===== src/rtl/core/hpec_pkg.sv =====
`timescale 1ns / 1ps
`default_nettype none
package hpec_pkg;

   localparam int GAP_W     = 6;
   localparam logic [GAP_W-1:0] GAP_MAX = 6'd63;
   localparam int N_GAPS    = 9;
   localparam int ROW_SLOTS = 18;
   localparam int IDX_W     = $clog2(ROW_SLOTS);
   localparam int DILATIONS = 3;
   localparam int DIL_W     = $clog2(DILATIONS + 1);
   localparam int PV_W      = 10;   // partition parts
   localparam int BND_W     = 12;   // hive boundary entries
   localparam int RHS_W     = 15;   // row constants
   localparam int CRD_W     = 12;   // dilated u, v coordinates
   localparam int REM_W     = 20;   // row remainders, interval ends
   localparam int CNT_W     = 32;
   localparam int COEF_W    = 38;
   localparam int WIDE_W    = 42;

   localparam logic [CNT_W-1:0] CNT_MAX = '1;
   localparam logic signed [WIDE_W-1:0] COEF_LIM = 42'sh10_0000_0000;

   localparam logic [1:0] SLOT_NONE = 2'd3;

   typedef enum logic [2:0] {
      ST_OK          = 3'd0,
      ST_NOT_DIV     = 3'd1,
      ST_INFEAS      = 3'd2,
      ST_EMPTY_RANGE = 3'd3,
      ST_EMPTY_POLY  = 3'd4
   } status_type;

   typedef enum logic [3:0] {
      S_IDLE,
      S_PREP,
      S_BUILD,
      S_CHECK,
      S_START,
      S_FIBRE,
      S_ACC,
      S_FIN,
      S_CLAMP,
      S_OUT
   } state_type;

   typedef logic [3:0][PV_W-1:0] part_type;

   typedef struct packed {
      part_type lam;
      part_type mu;
      part_type nu;
   } parts_type;

   // minus points a, b and plus points c, d of one rhombus
   typedef struct packed {
      logic [2:0] ax, ay, bx, by, cx, cy, dx, dy;
   } pat_type;

   typedef struct packed {
      logic signed [3:0] s;
      logic signed [2:0] q;
      logic signed [2:0] r;
      logic              has_int;
   } coef_type;

   typedef struct packed {
      logic signed [REM_W-1:0] lo;
      logic signed [REM_W-1:0] hi;
      logic                    lo_inf;
      logic                    hi_inf;
      logic                    ok;
   } track_type;

   function automatic pat_type pat_at(logic [IDX_W-1:0] idx);
      pat_type p;
      case (idx)
         5'd0:    p = '{3'd1, 3'd0, 3'd0, 3'd1, 3'd0, 3'd0, 3'd1, 3'd1};
         5'd1:    p = '{3'd1, 3'd1, 3'd0, 3'd2, 3'd0, 3'd1, 3'd1, 3'd2};
         5'd2:    p = '{3'd0, 3'd1, 3'd1, 3'd1, 3'd0, 3'd2, 3'd1, 3'd0};
         5'd3:    p = '{3'd1, 3'd2, 3'd0, 3'd3, 3'd0, 3'd2, 3'd1, 3'd3};
         5'd4:    p = '{3'd0, 3'd2, 3'd1, 3'd2, 3'd0, 3'd3, 3'd1, 3'd1};
         5'd5:    p = '{3'd0, 3'd3, 3'd1, 3'd3, 3'd0, 3'd4, 3'd1, 3'd2};
         5'd6:    p = '{3'd2, 3'd0, 3'd1, 3'd1, 3'd1, 3'd0, 3'd2, 3'd1};
         5'd7:    p = '{3'd1, 3'd0, 3'd1, 3'd1, 3'd2, 3'd0, 3'd0, 3'd1};
         5'd8:    p = '{3'd2, 3'd1, 3'd1, 3'd2, 3'd1, 3'd1, 3'd2, 3'd2};
         5'd9:    p = '{3'd1, 3'd1, 3'd2, 3'd1, 3'd1, 3'd2, 3'd2, 3'd0};
         5'd10:   p = '{3'd1, 3'd1, 3'd1, 3'd2, 3'd2, 3'd1, 3'd0, 3'd2};
         5'd11:   p = '{3'd1, 3'd2, 3'd2, 3'd2, 3'd1, 3'd3, 3'd2, 3'd1};
         5'd12:   p = '{3'd1, 3'd2, 3'd1, 3'd3, 3'd2, 3'd2, 3'd0, 3'd3};
         5'd13:   p = '{3'd3, 3'd0, 3'd2, 3'd1, 3'd2, 3'd0, 3'd3, 3'd1};
         5'd14:   p = '{3'd2, 3'd0, 3'd2, 3'd1, 3'd3, 3'd0, 3'd1, 3'd1};
         5'd15:   p = '{3'd2, 3'd1, 3'd3, 3'd1, 3'd2, 3'd2, 3'd3, 3'd0};
         5'd16:   p = '{3'd2, 3'd1, 3'd2, 3'd2, 3'd3, 3'd1, 3'd1, 3'd2};
         5'd17:   p = '{3'd3, 3'd0, 3'd3, 3'd1, 3'd4, 3'd0, 3'd2, 3'd1};
         default: p = '0;
      endcase
      return p;
   endfunction

   function automatic logic [1:0] slot_of(logic [2:0] x, logic [2:0] y);
      logic [1:0] sl;
      if (x == 3'd1 && y == 3'd1) begin
         sl = 2'd0;
      end else if (x == 3'd1 && y == 3'd2) begin
         sl = 2'd1;
      end else if (x == 3'd2 && y == 3'd1) begin
         sl = 2'd2;
      end else begin
         sl = SLOT_NONE;
      end
      return sl;
   endfunction

   function automatic logic signed [2:0] tally(logic [1:0] id, logic [1:0] sa,
                                               logic [1:0] sb, logic [1:0] sc,
                                               logic [1:0] sd);
      logic signed [2:0] t;
      t = 3'sd0;
      if (sc == id) t = t + 3'sd1;
      if (sd == id) t = t + 3'sd1;
      if (sa == id) t = t - 3'sd1;
      if (sb == id) t = t - 3'sd1;
      return t;
   endfunction

   function automatic coef_type pat_coef(pat_type p);
      logic [1:0] sa, sb, sc, sd;
      logic signed [2:0] c0, c1, c2;
      coef_type co;
      sa = slot_of(p.ax, p.ay);
      sb = slot_of(p.bx, p.by);
      sc = slot_of(p.cx, p.cy);
      sd = slot_of(p.dx, p.dy);
      c0 = tally(2'd0, sa, sb, sc, sd);
      c1 = tally(2'd1, sa, sb, sc, sd);
      c2 = tally(2'd2, sa, sb, sc, sd);
      co.s = {c0[2], c0} + {c1[2], c1} + {c2[2], c2};
      co.q = c1;
      co.r = c2;
      co.has_int = (c0 != 3'sd0) || (c1 != 3'sd0) || (c2 != 3'sd0);
      return co;
   endfunction

endpackage
`default_nettype wire


===== src/rtl/core/hpec_req_if.sv =====
`timescale 1ns / 1ps
`default_nettype none
interface hpec_req_if;
   import hpec_pkg::*;
   logic             valid;
   logic             ready;
   logic [GAP_W-1:0] lam_gap_1;
   logic [GAP_W-1:0] lam_gap_2;
   logic [GAP_W-1:0] lam_gap_3;
   logic [GAP_W-1:0] mu_gap_1;
   logic [GAP_W-1:0] mu_gap_2;
   logic [GAP_W-1:0] mu_gap_3;
   logic [GAP_W-1:0] nu_gap_1;
   logic [GAP_W-1:0] nu_gap_2;
   logic [GAP_W-1:0] nu_gap_3;

   modport source (output valid, lam_gap_1, lam_gap_2, lam_gap_3, mu_gap_1, mu_gap_2,
                   mu_gap_3, nu_gap_1, nu_gap_2, nu_gap_3, input ready);
   modport sink (input valid, lam_gap_1, lam_gap_2, lam_gap_3, mu_gap_1, mu_gap_2,
                 mu_gap_3, nu_gap_1, nu_gap_2, nu_gap_3, output ready);
endinterface
`default_nettype wire


===== src/rtl/core/hpec_rsp_if.sv =====
`timescale 1ns / 1ps
`default_nettype none
interface hpec_rsp_if;
   import hpec_pkg::*;
   logic                     valid;
   logic                     ready;
   logic                     valid_res;
   logic [2:0]               status;
   logic [CNT_W-1:0]         count_1;
   logic [CNT_W-1:0]         count_2;
   logic [CNT_W-1:0]         count_3;
   logic signed [COEF_W-1:0] six_linear_coeff;
   logic signed [COEF_W-1:0] volume;

   modport source (output valid, valid_res, status, count_1, count_2, count_3,
                   six_linear_coeff, volume, input ready);
   modport sink (input valid, valid_res, status, count_1, count_2, count_3,
                 six_linear_coeff, volume, output ready);
endinterface
`default_nettype wire


===== src/rtl/core/hpec_rowgen.sv =====
`timescale 1ns / 1ps
`default_nettype none
module hpec_rowgen (
   input  var hpec_pkg::parts_type                   parts,
   input  var logic [hpec_pkg::IDX_W-1:0]            idx,
   output var logic signed [hpec_pkg::RHS_W-1:0]     rhs,
   output var logic                                  infeas
);
   import hpec_pkg::*;

   typedef logic [4:0][BND_W-1:0] pre_type;

   pre_type lp, mp, np;
   pat_type pat;
   coef_type coef;
   logic signed [RHS_W-1:0] cst;

   // boundary entry of the hive at (x, y)
   function automatic logic signed [RHS_W-1:0] bnd_of(logic [2:0] x, logic [2:0] y,
                                                       pre_type l, pre_type m, pre_type n);
      logic [BND_W-1:0] b;
      if (x == 3'd0) begin
         b = l[y];
      end else if (y == 3'd0) begin
         b = n[x];
      end else begin
         b = l[4] + m[x];
      end
      return $signed(RHS_W'(b));
   endfunction

   function automatic logic signed [RHS_W-1:0] term(logic [2:0] x, logic [2:0] y,
                                                     pre_type l, pre_type m, pre_type n);
      logic signed [RHS_W-1:0] t;
      if (slot_of(x, y) == SLOT_NONE) begin
         t = bnd_of(x, y, l, m, n);
      end else begin
         t = '0;
      end
      return t;
   endfunction

   always_comb begin
      lp[0] = '0;
      mp[0] = '0;
      np[0] = '0;
      for (int i = 0; i < 4; i++) begin
         lp[i+1] = lp[i] + BND_W'(parts.lam[i]);
         mp[i+1] = mp[i] + BND_W'(parts.mu[i]);
         np[i+1] = np[i] + BND_W'(parts.nu[i]);
      end
   end

   always_comb begin
      pat  = pat_at(idx);
      coef = pat_coef(pat);
      cst  = term(pat.cx, pat.cy, lp, mp, np) + term(pat.dx, pat.dy, lp, mp, np)
           - term(pat.ax, pat.ay, lp, mp, np) - term(pat.bx, pat.by, lp, mp, np);
      rhs    = -cst;
      infeas = !coef.has_int && (cst > 0);
   end

endmodule
`default_nettype wire


===== src/rtl/core/hpec_eval.sv =====
`timescale 1ns / 1ps
`default_nettype none
module hpec_eval (
   input  var hpec_pkg::coef_type                 coef,
   input  var logic [hpec_pkg::DIL_W-1:0]         dil,
   input  var logic signed [hpec_pkg::RHS_W-1:0]  rhs,
   input  var logic [hpec_pkg::CRD_W-1:0]         u,
   input  var logic [hpec_pkg::CRD_W-1:0]         v,
   input  var hpec_pkg::track_type                cur,
   output var hpec_pkg::track_type                nxt
);
   import hpec_pkg::*;

   logic signed [REM_W-1:0] nrhs, qu, rv, rem, neg;

   always_comb begin
      nrhs = REM_W'(rhs) * $signed(REM_W'(dil));
      qu   = REM_W'(coef.q) * $signed(REM_W'(u));
      rv   = REM_W'(coef.r) * $signed(REM_W'(v));
      rem  = nrhs - qu - rv;
      neg  = -rem;
      nxt  = cur;
      if (coef.has_int) begin
         if (coef.s == 4'sd0) begin
            if (rem < 0) nxt.ok = 1'b0;
         end else if (coef.s > 4'sd0) begin
            if (cur.hi_inf || rem < cur.hi) begin
               nxt.hi     = rem;
               nxt.hi_inf = 1'b0;
            end
         end else begin
            if (cur.lo_inf || neg > cur.lo) begin
               nxt.lo     = neg;
               nxt.lo_inf = 1'b0;
            end
         end
      end
   end

endmodule
`default_nettype wire


===== src/rtl/core/hive_polytope_ehrhart_counter.sv =====
`timescale 1ns / 1ps
`default_nettype none
// lattice point counter for the hive polytope of three rank-4 partitions
// req_chan carries one item of nine 6-bit gaps (lambda, mu, nu); rsp_chan
// returns one item per request: valid_res, status, the counts at dilations
// one to three, six times the linear coefficient and the normalized volume
// sequence: set up, build the row table (18 rows), then for each dilation
// n = 1..3 and every (u, v) of the dilated range run the 18 rows through
// one shared row evaluator and accumulate the fibre, then form the
// coefficients; the range holds (n*a+1)(n*b+1) points, where a, b are
// the second gaps of lambda and nu
// rejected items (not divisible by 4, infeasible row) skip the dilations
// one item at a time: req_chan.ready is high only while the block is idle
// the result is held on rsp_chan until taken; a stalled receiver holds the
// block, and no new item is accepted before the result leaves
// reset (synchronous, active high) returns the sequencer to idle and drops
// rsp_chan.valid; no clearing pass is needed
module hive_polytope_ehrhart_counter (
   input  wire logic   clock,
   input  wire logic   reset,
   hpec_req_if.sink    req_chan,
   hpec_rsp_if.source  rsp_chan
);
   import hpec_pkg::*;

   state_type state_ff, state_in;

   // accepted gaps
   logic [GAP_W-1:0] g_ff [N_GAPS];
   logic [GAP_W-1:0] g_in [N_GAPS];

   parts_type parts_ff, parts_in;
   logic      infeas_ff, infeas_in;

   // row constants, one per rhombus pattern
   logic signed [RHS_W-1:0] rhs_ff [ROW_SLOTS];
   logic signed [RHS_W-1:0] rhs_in;
   logic                    rhs_we;

   logic [IDX_W-1:0] k_ff, k_in;
   logic [DIL_W-1:0] n_ff, n_in;
   logic [CRD_W-1:0] u_ff, u_in, v_ff, v_in;
   logic [CRD_W-1:0] uhi_ff, uhi_in, vlo_ff, vlo_in, vhi_ff, vhi_in;
   track_type        trk_ff, trk_in, trk_eval;
   logic [CNT_W-1:0] total_ff, total_in;

   // result registers
   logic                     rv_ff, rv_in;
   status_type               st_ff, st_in;
   logic [CNT_W-1:0]         cnt_ff [DILATIONS];
   logic [CNT_W-1:0]         cnt_in [DILATIONS];
   logic signed [WIDE_W-1:0] six_ff, six_in, vol_ff, vol_in;

   // front end arithmetic
   logic [GAP_W-1:0]        gs [N_GAPS];
   logic [8:0]              wa, wb, wc;
   logic signed [10:0]      dd;
   logic signed [8:0]       kq;
   logic [PV_W-1:0]         l4, n4;
   parts_type               parts_calc;

   logic signed [RHS_W-1:0] row_rhs;
   logic                    row_infeas;
   coef_type                coef_k;

   logic signed [REM_W:0]   len;
   logic [CNT_W:0]          sum;
   logic [CNT_W-1:0]        acc_total;
   logic [CRD_W-1:0]        ulo_n, uhi_n, vlo_n, vhi_n;
   logic signed [WIDE_W-1:0] c1w, c2w, c3w;

   hpec_rowgen u_rowgen (
      .parts  (parts_ff),
      .idx    (k_ff),
      .rhs    (row_rhs),
      .infeas (row_infeas)
   );

   assign coef_k = pat_coef(pat_at(k_ff));

   hpec_eval u_eval (
      .coef (coef_k),
      .dil  (n_ff),
      .rhs  (rhs_ff[k_ff]),
      .u    (u_ff),
      .v    (v_ff),
      .cur  (trk_ff),
      .nxt  (trk_eval)
   );

   // saturate gaps, rebuild the partitions from the weighted difference
   always_comb begin
      for (int i = 0; i < N_GAPS; i++) begin
         gs[i] = (g_ff[i] > GAP_MAX) ? GAP_MAX : g_ff[i];
      end
      wa = 9'd3 * 9'(gs[2]) + 9'd2 * 9'(gs[1]) + 9'(gs[0]);
      wb = 9'd3 * 9'(gs[5]) + 9'd2 * 9'(gs[4]) + 9'(gs[3]);
      wc = 9'd3 * 9'(gs[8]) + 9'd2 * 9'(gs[7]) + 9'(gs[6]);
      dd = $signed(11'(wc)) - $signed(11'(wa)) - $signed(11'(wb));
      kq = 9'(dd >>> 2);
      l4 = (kq >= 0) ? PV_W'(kq) : '0;
      n4 = (kq < 0) ? PV_W'(-kq) : '0;
      parts_calc.lam[3] = l4;
      parts_calc.lam[2] = l4 + PV_W'(gs[2]);
      parts_calc.lam[1] = parts_calc.lam[2] + PV_W'(gs[1]);
      parts_calc.lam[0] = parts_calc.lam[1] + PV_W'(gs[0]);
      parts_calc.mu[3]  = '0;
      parts_calc.mu[2]  = PV_W'(gs[5]);
      parts_calc.mu[1]  = parts_calc.mu[2] + PV_W'(gs[4]);
      parts_calc.mu[0]  = parts_calc.mu[1] + PV_W'(gs[3]);
      parts_calc.nu[3]  = n4;
      parts_calc.nu[2]  = n4 + PV_W'(gs[8]);
      parts_calc.nu[1]  = parts_calc.nu[2] + PV_W'(gs[7]);
      parts_calc.nu[0]  = parts_calc.nu[1] + PV_W'(gs[6]);
   end

   // dilated ranges and interval accumulation
   always_comb begin
      ulo_n = CRD_W'(n_ff) * CRD_W'(parts_ff.lam[2]);
      uhi_n = CRD_W'(n_ff) * CRD_W'(parts_ff.lam[1]);
      vlo_n = CRD_W'(n_ff) * CRD_W'(parts_ff.nu[2]);
      vhi_n = CRD_W'(n_ff) * CRD_W'(parts_ff.nu[1]);
      len   = $signed({trk_ff.hi[REM_W-1], trk_ff.hi})
            - $signed({trk_ff.lo[REM_W-1], trk_ff.lo}) + 1;
      sum   = {1'b0, total_ff} + (CNT_W+1)'(len);
      acc_total = total_ff;
      if (trk_ff.ok) begin
         if (trk_ff.lo_inf || trk_ff.hi_inf) begin
            // unbounded fibre
            acc_total = CNT_MAX;
         end else if (trk_ff.hi >= trk_ff.lo) begin
            acc_total = sum[CNT_W] ? CNT_MAX : sum[CNT_W-1:0];
         end
      end
      c1w = $signed(WIDE_W'(cnt_ff[0]));
      c2w = $signed(WIDE_W'(cnt_ff[1]));
      c3w = $signed(WIDE_W'(cnt_ff[2]));
   end

   // next state
   always_comb begin
      state_in = state_ff;
      case (state_ff)
         S_IDLE:  if (req_chan.valid) state_in = S_PREP;
         S_PREP:  state_in = (dd[1:0] == 2'd0) ? S_BUILD : S_OUT;
         S_BUILD: if (k_ff == IDX_W'(ROW_SLOTS - 1)) state_in = S_CHECK;
         S_CHECK: begin
            if (infeas_ff || parts_ff.lam[2] > parts_ff.lam[1] ||
                parts_ff.nu[2] > parts_ff.nu[1]) begin
               state_in = S_OUT;
            end else begin
               state_in = S_START;
            end
         end
         S_START: state_in = S_FIBRE;
         S_FIBRE: if (k_ff == IDX_W'(ROW_SLOTS - 1)) state_in = S_ACC;
         S_ACC: begin
            if (v_ff < vhi_ff || u_ff < uhi_ff) begin
               state_in = S_FIBRE;
            end else if (n_ff == DIL_W'(1) && acc_total == '0) begin
               state_in = S_OUT;
            end else if (n_ff < DIL_W'(DILATIONS)) begin
               state_in = S_START;
            end else begin
               state_in = S_FIN;
            end
         end
         S_FIN:   state_in = S_CLAMP;
         S_CLAMP: state_in = S_OUT;
         S_OUT:   if (rsp_chan.ready) state_in = S_IDLE;
         default: state_in = S_IDLE;
      endcase
   end

   // handshake outputs
   always_comb begin
      req_chan.ready = (state_ff == S_IDLE);
      rsp_chan.valid = (state_ff == S_OUT);
      rsp_chan.valid_res        = rv_ff;
      rsp_chan.status           = st_ff;
      rsp_chan.count_1          = cnt_ff[0];
      rsp_chan.count_2          = cnt_ff[1];
      rsp_chan.count_3          = cnt_ff[2];
      rsp_chan.six_linear_coeff = six_ff[COEF_W-1:0];
      rsp_chan.volume           = vol_ff[COEF_W-1:0];
   end

   // datapath next values
   always_comb begin
      g_in      = g_ff;
      parts_in  = parts_ff;
      infeas_in = infeas_ff;
      rhs_in    = row_rhs;
      rhs_we    = 1'b0;
      k_in      = k_ff;
      n_in      = n_ff;
      u_in      = u_ff;
      v_in      = v_ff;
      uhi_in    = uhi_ff;
      vlo_in    = vlo_ff;
      vhi_in    = vhi_ff;
      trk_in    = trk_ff;
      total_in  = total_ff;
      rv_in     = rv_ff;
      st_in     = st_ff;
      cnt_in    = cnt_ff;
      six_in    = six_ff;
      vol_in    = vol_ff;
      case (state_ff)
         S_IDLE: begin
            g_in[0] = req_chan.lam_gap_1;
            g_in[1] = req_chan.lam_gap_2;
            g_in[2] = req_chan.lam_gap_3;
            g_in[3] = req_chan.mu_gap_1;
            g_in[4] = req_chan.mu_gap_2;
            g_in[5] = req_chan.mu_gap_3;
            g_in[6] = req_chan.nu_gap_1;
            g_in[7] = req_chan.nu_gap_2;
            g_in[8] = req_chan.nu_gap_3;
         end
         S_PREP: begin
            parts_in  = parts_calc;
            infeas_in = 1'b0;
            k_in      = '0;
            rv_in     = 1'b0;
            st_in     = ST_NOT_DIV;
            six_in    = '0;
            vol_in    = '0;
            for (int i = 0; i < DILATIONS; i++) cnt_in[i] = '0;
         end
         S_BUILD: begin
            rhs_we    = 1'b1;
            infeas_in = infeas_ff | row_infeas;
            k_in      = (k_ff == IDX_W'(ROW_SLOTS - 1)) ? '0 : k_ff + 1'b1;
         end
         S_CHECK: begin
            n_in = DIL_W'(1);
            if (infeas_ff) begin
               st_in  = ST_INFEAS;
               six_in = -42'sd11;
               vol_in = -42'sd1;
            end else begin
               st_in = ST_EMPTY_RANGE;
            end
         end
         S_START: begin
            u_in      = ulo_n;
            v_in      = vlo_n;
            uhi_in    = uhi_n;
            vlo_in    = vlo_n;
            vhi_in    = vhi_n;
            k_in      = '0;
            total_in  = '0;
            trk_in    = '{lo: '0, hi: '0, lo_inf: 1'b1, hi_inf: 1'b1, ok: 1'b1};
         end
         S_FIBRE: begin
            trk_in = trk_eval;
            k_in   = (k_ff == IDX_W'(ROW_SLOTS - 1)) ? '0 : k_ff + 1'b1;
         end
         S_ACC: begin
            total_in = acc_total;
            trk_in   = '{lo: '0, hi: '0, lo_inf: 1'b1, hi_inf: 1'b1, ok: 1'b1};
            k_in     = '0;
            if (v_ff < vhi_ff) begin
               v_in = v_ff + 1'b1;
            end else if (u_ff < uhi_ff) begin
               u_in = u_ff + 1'b1;
               v_in = vlo_ff;
            end else begin
               // dilation done
               cnt_in[n_ff - DIL_W'(1)] = acc_total;
               if (n_ff == DIL_W'(1) && acc_total == '0) begin
                  st_in = ST_EMPTY_POLY;
               end else begin
                  n_in = n_ff + 1'b1;
               end
            end
         end
         S_FIN: begin
            six_in = -42'sd11 + 42'sd18 * c1w - 42'sd9 * c2w + 42'sd2 * c3w;
            vol_in = c3w - 42'sd3 * c2w + 42'sd3 * c1w - 42'sd1;
         end
         S_CLAMP: begin
            rv_in = 1'b1;
            st_in = ST_OK;
            if (six_ff > COEF_LIM) six_in = COEF_LIM;
            else if (six_ff < -COEF_LIM) six_in = -COEF_LIM;
            if (vol_ff > COEF_LIM) vol_in = COEF_LIM;
            else if (vol_ff < -42'sd1) vol_in = -42'sd1;
         end
         default: ;
      endcase
   end

   always_ff @(posedge clock) begin
      if (reset) begin
         state_ff <= S_IDLE;
      end else begin
         state_ff <= state_in;
      end
   end

   always_ff @(posedge clock) begin
      g_ff      <= g_in;
      parts_ff  <= parts_in;
      infeas_ff <= infeas_in;
      if (rhs_we) rhs_ff[k_ff] <= rhs_in;
      k_ff      <= k_in;
      n_ff      <= n_in;
      u_ff      <= u_in;
      v_ff      <= v_in;
      uhi_ff    <= uhi_in;
      vlo_ff    <= vlo_in;
      vhi_ff    <= vhi_in;
      trk_ff    <= trk_in;
      total_ff  <= total_in;
      rv_ff     <= rv_in;
      st_ff     <= st_in;
      cnt_ff    <= cnt_in;
      six_ff    <= six_in;
      vol_ff    <= vol_in;
   end

endmodule
`default_nettype wire

===== src/flat_wrapper.sv =====
// flat-port wrapper written by rule: the top's interface ports become plain ports
module hive_polytope_ehrhart_counter_flat import hpec_pkg::*;
  (clock, reset, req_chan_valid, req_chan_lam_gap_1, req_chan_lam_gap_2, req_chan_lam_gap_3, req_chan_mu_gap_1, req_chan_mu_gap_2, req_chan_mu_gap_3, req_chan_nu_gap_1, req_chan_nu_gap_2, req_chan_nu_gap_3, req_chan_ready, rsp_chan_valid, rsp_chan_valid_res, rsp_chan_status, rsp_chan_count_1, rsp_chan_count_2, rsp_chan_count_3, rsp_chan_six_linear_coeff, rsp_chan_volume, rsp_chan_ready);
  hpec_req_if req_chan_i ();
  hpec_rsp_if rsp_chan_i ();
  input  wire logic clock;
  input  wire logic reset;
  input wire logic [$bits(req_chan_i.valid)-1:0] req_chan_valid;
  input wire logic [$bits(req_chan_i.lam_gap_1)-1:0] req_chan_lam_gap_1;
  input wire logic [$bits(req_chan_i.lam_gap_2)-1:0] req_chan_lam_gap_2;
  input wire logic [$bits(req_chan_i.lam_gap_3)-1:0] req_chan_lam_gap_3;
  input wire logic [$bits(req_chan_i.mu_gap_1)-1:0] req_chan_mu_gap_1;
  input wire logic [$bits(req_chan_i.mu_gap_2)-1:0] req_chan_mu_gap_2;
  input wire logic [$bits(req_chan_i.mu_gap_3)-1:0] req_chan_mu_gap_3;
  input wire logic [$bits(req_chan_i.nu_gap_1)-1:0] req_chan_nu_gap_1;
  input wire logic [$bits(req_chan_i.nu_gap_2)-1:0] req_chan_nu_gap_2;
  input wire logic [$bits(req_chan_i.nu_gap_3)-1:0] req_chan_nu_gap_3;
  output wire logic [$bits(req_chan_i.ready)-1:0] req_chan_ready;
  output wire logic [$bits(rsp_chan_i.valid)-1:0] rsp_chan_valid;
  output wire logic [$bits(rsp_chan_i.valid_res)-1:0] rsp_chan_valid_res;
  output wire logic [$bits(rsp_chan_i.status)-1:0] rsp_chan_status;
  output wire logic [$bits(rsp_chan_i.count_1)-1:0] rsp_chan_count_1;
  output wire logic [$bits(rsp_chan_i.count_2)-1:0] rsp_chan_count_2;
  output wire logic [$bits(rsp_chan_i.count_3)-1:0] rsp_chan_count_3;
  output wire logic [$bits(rsp_chan_i.six_linear_coeff)-1:0] rsp_chan_six_linear_coeff;
  output wire logic [$bits(rsp_chan_i.volume)-1:0] rsp_chan_volume;
  input wire logic [$bits(rsp_chan_i.ready)-1:0] rsp_chan_ready;
  assign req_chan_i.valid = req_chan_valid;
  assign req_chan_i.lam_gap_1 = req_chan_lam_gap_1;
  assign req_chan_i.lam_gap_2 = req_chan_lam_gap_2;
  assign req_chan_i.lam_gap_3 = req_chan_lam_gap_3;
  assign req_chan_i.mu_gap_1 = req_chan_mu_gap_1;
  assign req_chan_i.mu_gap_2 = req_chan_mu_gap_2;
  assign req_chan_i.mu_gap_3 = req_chan_mu_gap_3;
  assign req_chan_i.nu_gap_1 = req_chan_nu_gap_1;
  assign req_chan_i.nu_gap_2 = req_chan_nu_gap_2;
  assign req_chan_i.nu_gap_3 = req_chan_nu_gap_3;
  assign req_chan_ready = req_chan_i.ready;
  assign rsp_chan_valid = rsp_chan_i.valid;
  assign rsp_chan_valid_res = rsp_chan_i.valid_res;
  assign rsp_chan_status = rsp_chan_i.status;
  assign rsp_chan_count_1 = rsp_chan_i.count_1;
  assign rsp_chan_count_2 = rsp_chan_i.count_2;
  assign rsp_chan_count_3 = rsp_chan_i.count_3;
  assign rsp_chan_six_linear_coeff = rsp_chan_i.six_linear_coeff;
  assign rsp_chan_volume = rsp_chan_i.volume;
  assign rsp_chan_i.ready = rsp_chan_ready;
  hive_polytope_ehrhart_counter u_core (.clock(clock), .reset(reset), .req_chan(req_chan_i), .rsp_chan(rsp_chan_i));
endmodule

===== config.mk =====
export PLATFORM = sky130hd
export DESIGN_NAME = hive_polytope_ehrhart_counter_flat
export DESIGN_NICKNAME = d
export VERILOG_FILES = /design/src/rtl/core/hpec_pkg.sv /design/src/rtl/core/hpec_req_if.sv /design/src/rtl/core/hpec_rsp_if.sv /design/src/rtl/core/hpec_rowgen.sv /design/src/rtl/core/hpec_eval.sv /design/src/rtl/core/hive_polytope_ehrhart_counter.sv /design/src/flat_wrapper.sv
export SDC_FILE = /design/constraint.sdc
export NUM_CORES = 2
export LEC_CHECK = 0
export BUFFER_PORTS_ARGS = -buffer_cell sky130_fd_sc_hd__buf_4
export CAP_MARGIN = 20
export CORE_MARGIN = 2
export CORE_UTILIZATION = 65
export DETAILED_ROUTE_END_ITERATION = 8
export PLACE_DENSITY_LB_ADDON = 0.15
export REMOVE_ABC_BUFFERS = 1
export SLEW_MARGIN = 20
export SYNTH_ARGS = -nofsm -noshare
export SYNTH_HDL_FRONTEND = slang
export SYNTH_SLANG_ARGS = --single-unit

===== constraint.sdc =====
create_clock -name clock -period 12.3 [get_ports clock]
set_input_delay 1.23 -clock clock [delete_from_list [all_inputs] [get_ports clock]]
set_output_delay 1.23 -clock clock [all_outputs]
set_load 0.03 [all_outputs]

# == Yosys cells after proc, flatten, opt, wreduce, memory -nomap -nowiden ==
# Memory sizes are Yosys's and may differ from the RTL's. A register that Yosys moved wholly into a read port is not among the register bits.
# Index checks and enable logic that the tools add are counted.
# totals
ram_bits,270
romBits,1152
ff_bits,491
memories,3
wordCells,500
in_bits,58
# classes
mux,162
add_sub_neg,70
n_reduce_logical,87
order_cmp,36
n_eq_ne,84
n_bitwise,2
mul,14
# mem_list
memory,words,word_bits,read_ports,rd_clocked_by_memory_dff,wr,line_no,text
(name not given),32,18,1,1,0,hpec_pkg.sv:77,case (idx)
(name not given),32,18,1,1,0,hpec_pkg.sv:77,
u_core.rhs_ff,18,15,1,1,1,hive_polytope_ehrhart_counter.sv:36,logic signed [RHS_W-1:0] rhs_ff [ROW_SLOTS];
# ops
cell,count
$bmux 12 s3,12
$mux 12,28
$pmux 42 s4,2
$mux 42,7
$mux 96,2
$pmux 96 s2,1
$mux 32,5
$bwmux 96,1
$pmux 43 s2,1
$gt 42x38->1 const B,2
$mux 20,4
$mul 4x32->36 const A,2
$add 10x6->10,7
$mul 2x32->34 const A,2
$demux 32 s2,1
$pmux 32 s2,1
$mux 3,21
$gt 6x6->1 const B,9
$mux 6,9
$add 12x12->12,4
$eq 3x1->1 const B,16
$eq 3x2->1 const B,16
$mul 2x10->12,4
$pmux 12 s2,2
93 further kinds,296

# == Logic depth before layout (Yosys ltp) ==
# depth
ltp_word,24
ltp_mapped,41
ltp_nobuf,39

# == Cells and area by module ==
# A second synthesis with hierarchy kept.
# hier_totals
cells_unflattened,7453
area_unflattened_um2,72309.4
# by_module_without_submodules
module,instances,area_each_um2,seq_area_each_um2,cells_per_inst
hive_polytope_ehrhart_counter,1,54205.7,22942.0,4972
hpec_rowgen,1,11981.5,0.0,1741
hpec_eval,1,6122.1,0.0,740

# == Least setup slack after synthesis ==
# Ideal clock, no wire load.
# synth_timing
path_kind,reg-to-reg
from,"register, netlist name u_core.u_rowgen.pat[21]"
to,"register u_core.trk_ff[23] in the netlist's numbering, enable pin"
stages_incl_launch_ff,39
t_required_ns,11.868
slack_ns,1.123
setup_time_ns,0.432
t_arrival_ns,10.746
cell_sequence,dfxtp_1 -> clkbuf_1 -> clkinv_1 -> nand2_1 -> nor2_1 -> fa_1 -> nand2_1 -> o21ai_0 -> inv_1 -> clkbuf_1 -> nor2_1 -> fa_1 -> fa_1 -> inv_1 -> fa_1 -> inv_1 -> fa_1 -> fa_1 -> (+3 left out) -> a21oi_2 -> o21bai_1 -> a21oi_2 -> o21bai_2 -> a2111oi_2 -> a211oi_2 -> nor4_4 -> or3b_1 -> or4b_4 -> or3_4 -> xor2_1 -> ha_1 -> nand4_1 -> nor2_1 -> o21ai_0 -> nand4_1 -> a31oi_1 -> o31ai_1
# synth_rtl
item,line_no,text
to (signal assigned),hive_polytope_ehrhart_counter.sv:315,trk_ff <= trk_in;
to (decl),hive_polytope_ehrhart_counter.sv:44,"track_type trk_ff, trk_in, trk_eval;"

==> impl_metrics.toml <==
[timing]
relSlewSlack_pct = 17.0
fin_crit_ns = 11.30
setup_viol = 0
slew_viol_final = 0
period_share_pct = 91.9
clock_skew_ns = 0.0646
fmax_mhz = 88.5
tightest_slew_ns = 1.25
final_hold_viol_count = 0
rsz0062_at_grt = "false"

[clocking]
clkLatencyLatePin_ns = 0.73
clk_path_buf_depth = 3
cts_tree = "done"
cts_made_buffers = 88
holdBufCountCts = 0
cts_root_buffer = "clkbuf_16"
postCtsSetupBuffers = 0
cts_sinks = 778
clkTransAtPathRegs_ns = 0.06
h-tree-depth = 3
cts_resized = 0

[critical_path]
cpPeakStageDelay_ns = 0.87
cp-end-kind = "flop"
critPathLaunchType = "flop"
crit_slowest_cell = "o31ai_4"
critPathRequiredTime_ns = 12.61
critPathKind = "flop to flop"
path_max_fanout = 21
crit_top_cell = "fa_1"
cp_data_arrival_time_ns = 11.61

[die]
die_h_um = 330
die_w_um = 330
die-area_mm2 = 0.109
fp-row-count = 119
core_mm2 = 0.105
initial_core_util_pct = 65.5
ioPinCount = 236

[place]
gp_congestion = 1.04
place_area_mm2 = 0.0719
hpwl_um = 167000
port_buffers = 235

[route]
post-route-drc-count = 0
ant_nets = 0
drt_first_pass_iters = 8
post_drt_wl_per_cell_um = 25.6
vias_per_cell = 6.46
drt_first_iter_violations = 6036
dr_total_vias = 55100
wl_um = 219000

[synth]
async_reset_ff_share_pct = 0
avgSynthCellArea_um2 = 9.89
synth-edff-count = 751
synth.cell_area_mm2 = 0.0689
synth.distinct_cells = 97
synthTopCellsByCount = "inv_1 (779), ha_1 (776), edfxtp_1 (751)"
synthTopCellsByArea = "edfxtp_1 (33%), ha_1 (14%), fa_1 (7.7%)"
yosys_warnings = 0
ys_seq_area_share_pct = 33.5
synth_area_leader_cell = "edfxtp_1"
post-synth-top-area-fraction_pct = 32.7
yosysMostFrequentCell = "inv_1"
synth_flop_cell = "edfxtp_1"
syn_inst = 6969
ys_seq_elements = 778

[status]
status = "finished, final reports clean"

[grt]
grt_antenna_before_repair = 7
grt_first_pass_wirelength_um = 327000
grt_util_met1_pct = 50.1
grt_use_met2_pct = 64.6
grt_overflow = 0
top_usage_layer = "met2"
grt_pass1_vias = 54300
grt.met3_usage_pct = 7.80
grt.total_usage_pct = 39.9
grt_max_degree = 70

[finish]
finalInstanceArea_mm2 = 0.0750
drive_above_1_share_pct = 9.49
nets = 8178
syn_to_final_growth_pct = 8.75

[job]
maxCapViolCount = 0

[worst_hold_path]
hp-class = "flop to flop"
==> registers in the layout (all words and copies together) (netlist names), 18 cells and up, named ones only <==
| name | count |
|---|---|
| u_core.g_ff | 54 |
| u_core.parts_ff | 100 |
| u_core.rhs_ff | 270 |
| u_core.rsp_chan.count_1 | 32 |
| u_core.rsp_chan.count_2 | 32 |
| u_core.rsp_chan.count_3 | 32 |
| u_core.six_ff | 42 |
| u_core.total_ff | 32 |
| u_core.trk_ff | 43 |
| u_core.u_rowgen.pat | 18 |
| u_core.vol_ff | 42 |
==> layer usage <==
| layer | routed length [um] | up-vias |
|---|---|---|
| li1 | - | 24900 |
| met1 | 82000 | 26600 |
| met2 | 102000 | 2892 |
| met3 | 20200 | 721 |
| met4 | 14900 | 10 |
| met5 | 67 | - |
==> cell families after synthesis <==
| logic type | after synthesis | share of synthesized area, % |
|---|---|---|
| flops | 778 | 33.5 |
| buf+inv | 1121 | 6.52 |
| simple gates | 1653 | 11.5 |
| xor+xnor | 464 | 5.90 |
| other cells | 1 | 0.00544 |
| mux | 284 | 5.58 |
| compound gates | 1626 | 15.2 |
| fa+ha+maj | 1042 | 21.8 |
==> layout by cell type (no fill, tap or decap), types with 48 or more instances in the layout <==
cell type  instances
a21o_1           185
a21oi_1          461
and2_1           153
buf_4            344
clkbuf_16         88
edfxtp_1         751
fa_1             266
ha_1             773
inv_1            778
mux2i_1          159
mux4_2            75
nand2_1          367
nand2b_1          48
nand3_1           85
nor2_1           559
nor2b_1           70
nor3_1           108
o211ai_1          54
o21a_1            67
o21ai_0          336
o21bai_1         107
xnor2_1          299
xor2_1           159
==> per-stage QoR <==
step                      instances  util, %  hold WS (ns)  TNS [ns]  worst slack, ns
after global routing           8538     71.2         0.572         0            0.297
final                          8540     71.2         0.545         0             1.00
after CTS                      8537     71.2         0.542         0             1.09
after floorplan                6643        -         0.454    -0.318          -0.0152
after global placement         8378     68.2         0.528         0             1.35
after detailed placement       8378     68.3         0.526         0             1.14
==> worst max-delay path: cells and delay by family, from the launching register on <==
family | cells | cell delay, ns
adder cells (fa/ha/maj) | 8 | 3.49
AO/OA/AOI/OAI | 11 | 3.03
AND/OR/NAND/NOR | 11 | 2.83
flip-flops | 1 | 0.81
buffers and inverters | 4 | 0.53
XOR/XNOR | 1 | 0.15
==> layout make-up <==
cell class	count	area, um2
timing repair buffer	345	2590
sequential	778	23100
multi-input combinational	5080	41500
fill	7611	30300
antenna	2	5.00
inverter	785	2950
clock inverter	61	786
clock buffer	98	2240
tap	1391	1740
==> path summary, 6_finish.rpt <==
kind         cells past startpoint  slack [ns]                   start             endpoint
min                              0        0.54         u_core.g_ff[20]  u_core.parts_ff[62]
max reg2reg                     35        1.00  u_core.u_rowgen.pat[7]    u_core.trk_ff[31]
max                             35        1.00  u_core.u_rowgen.pat[7]    u_core.trk_ff[31]
min reg2reg                      0        0.54         u_core.g_ff[20]  u_core.parts_ff[62]
Power is left out: the tool's default activity adds up to more than one toggle a clock period on the data nets, which glitch-free logic cannot reach.
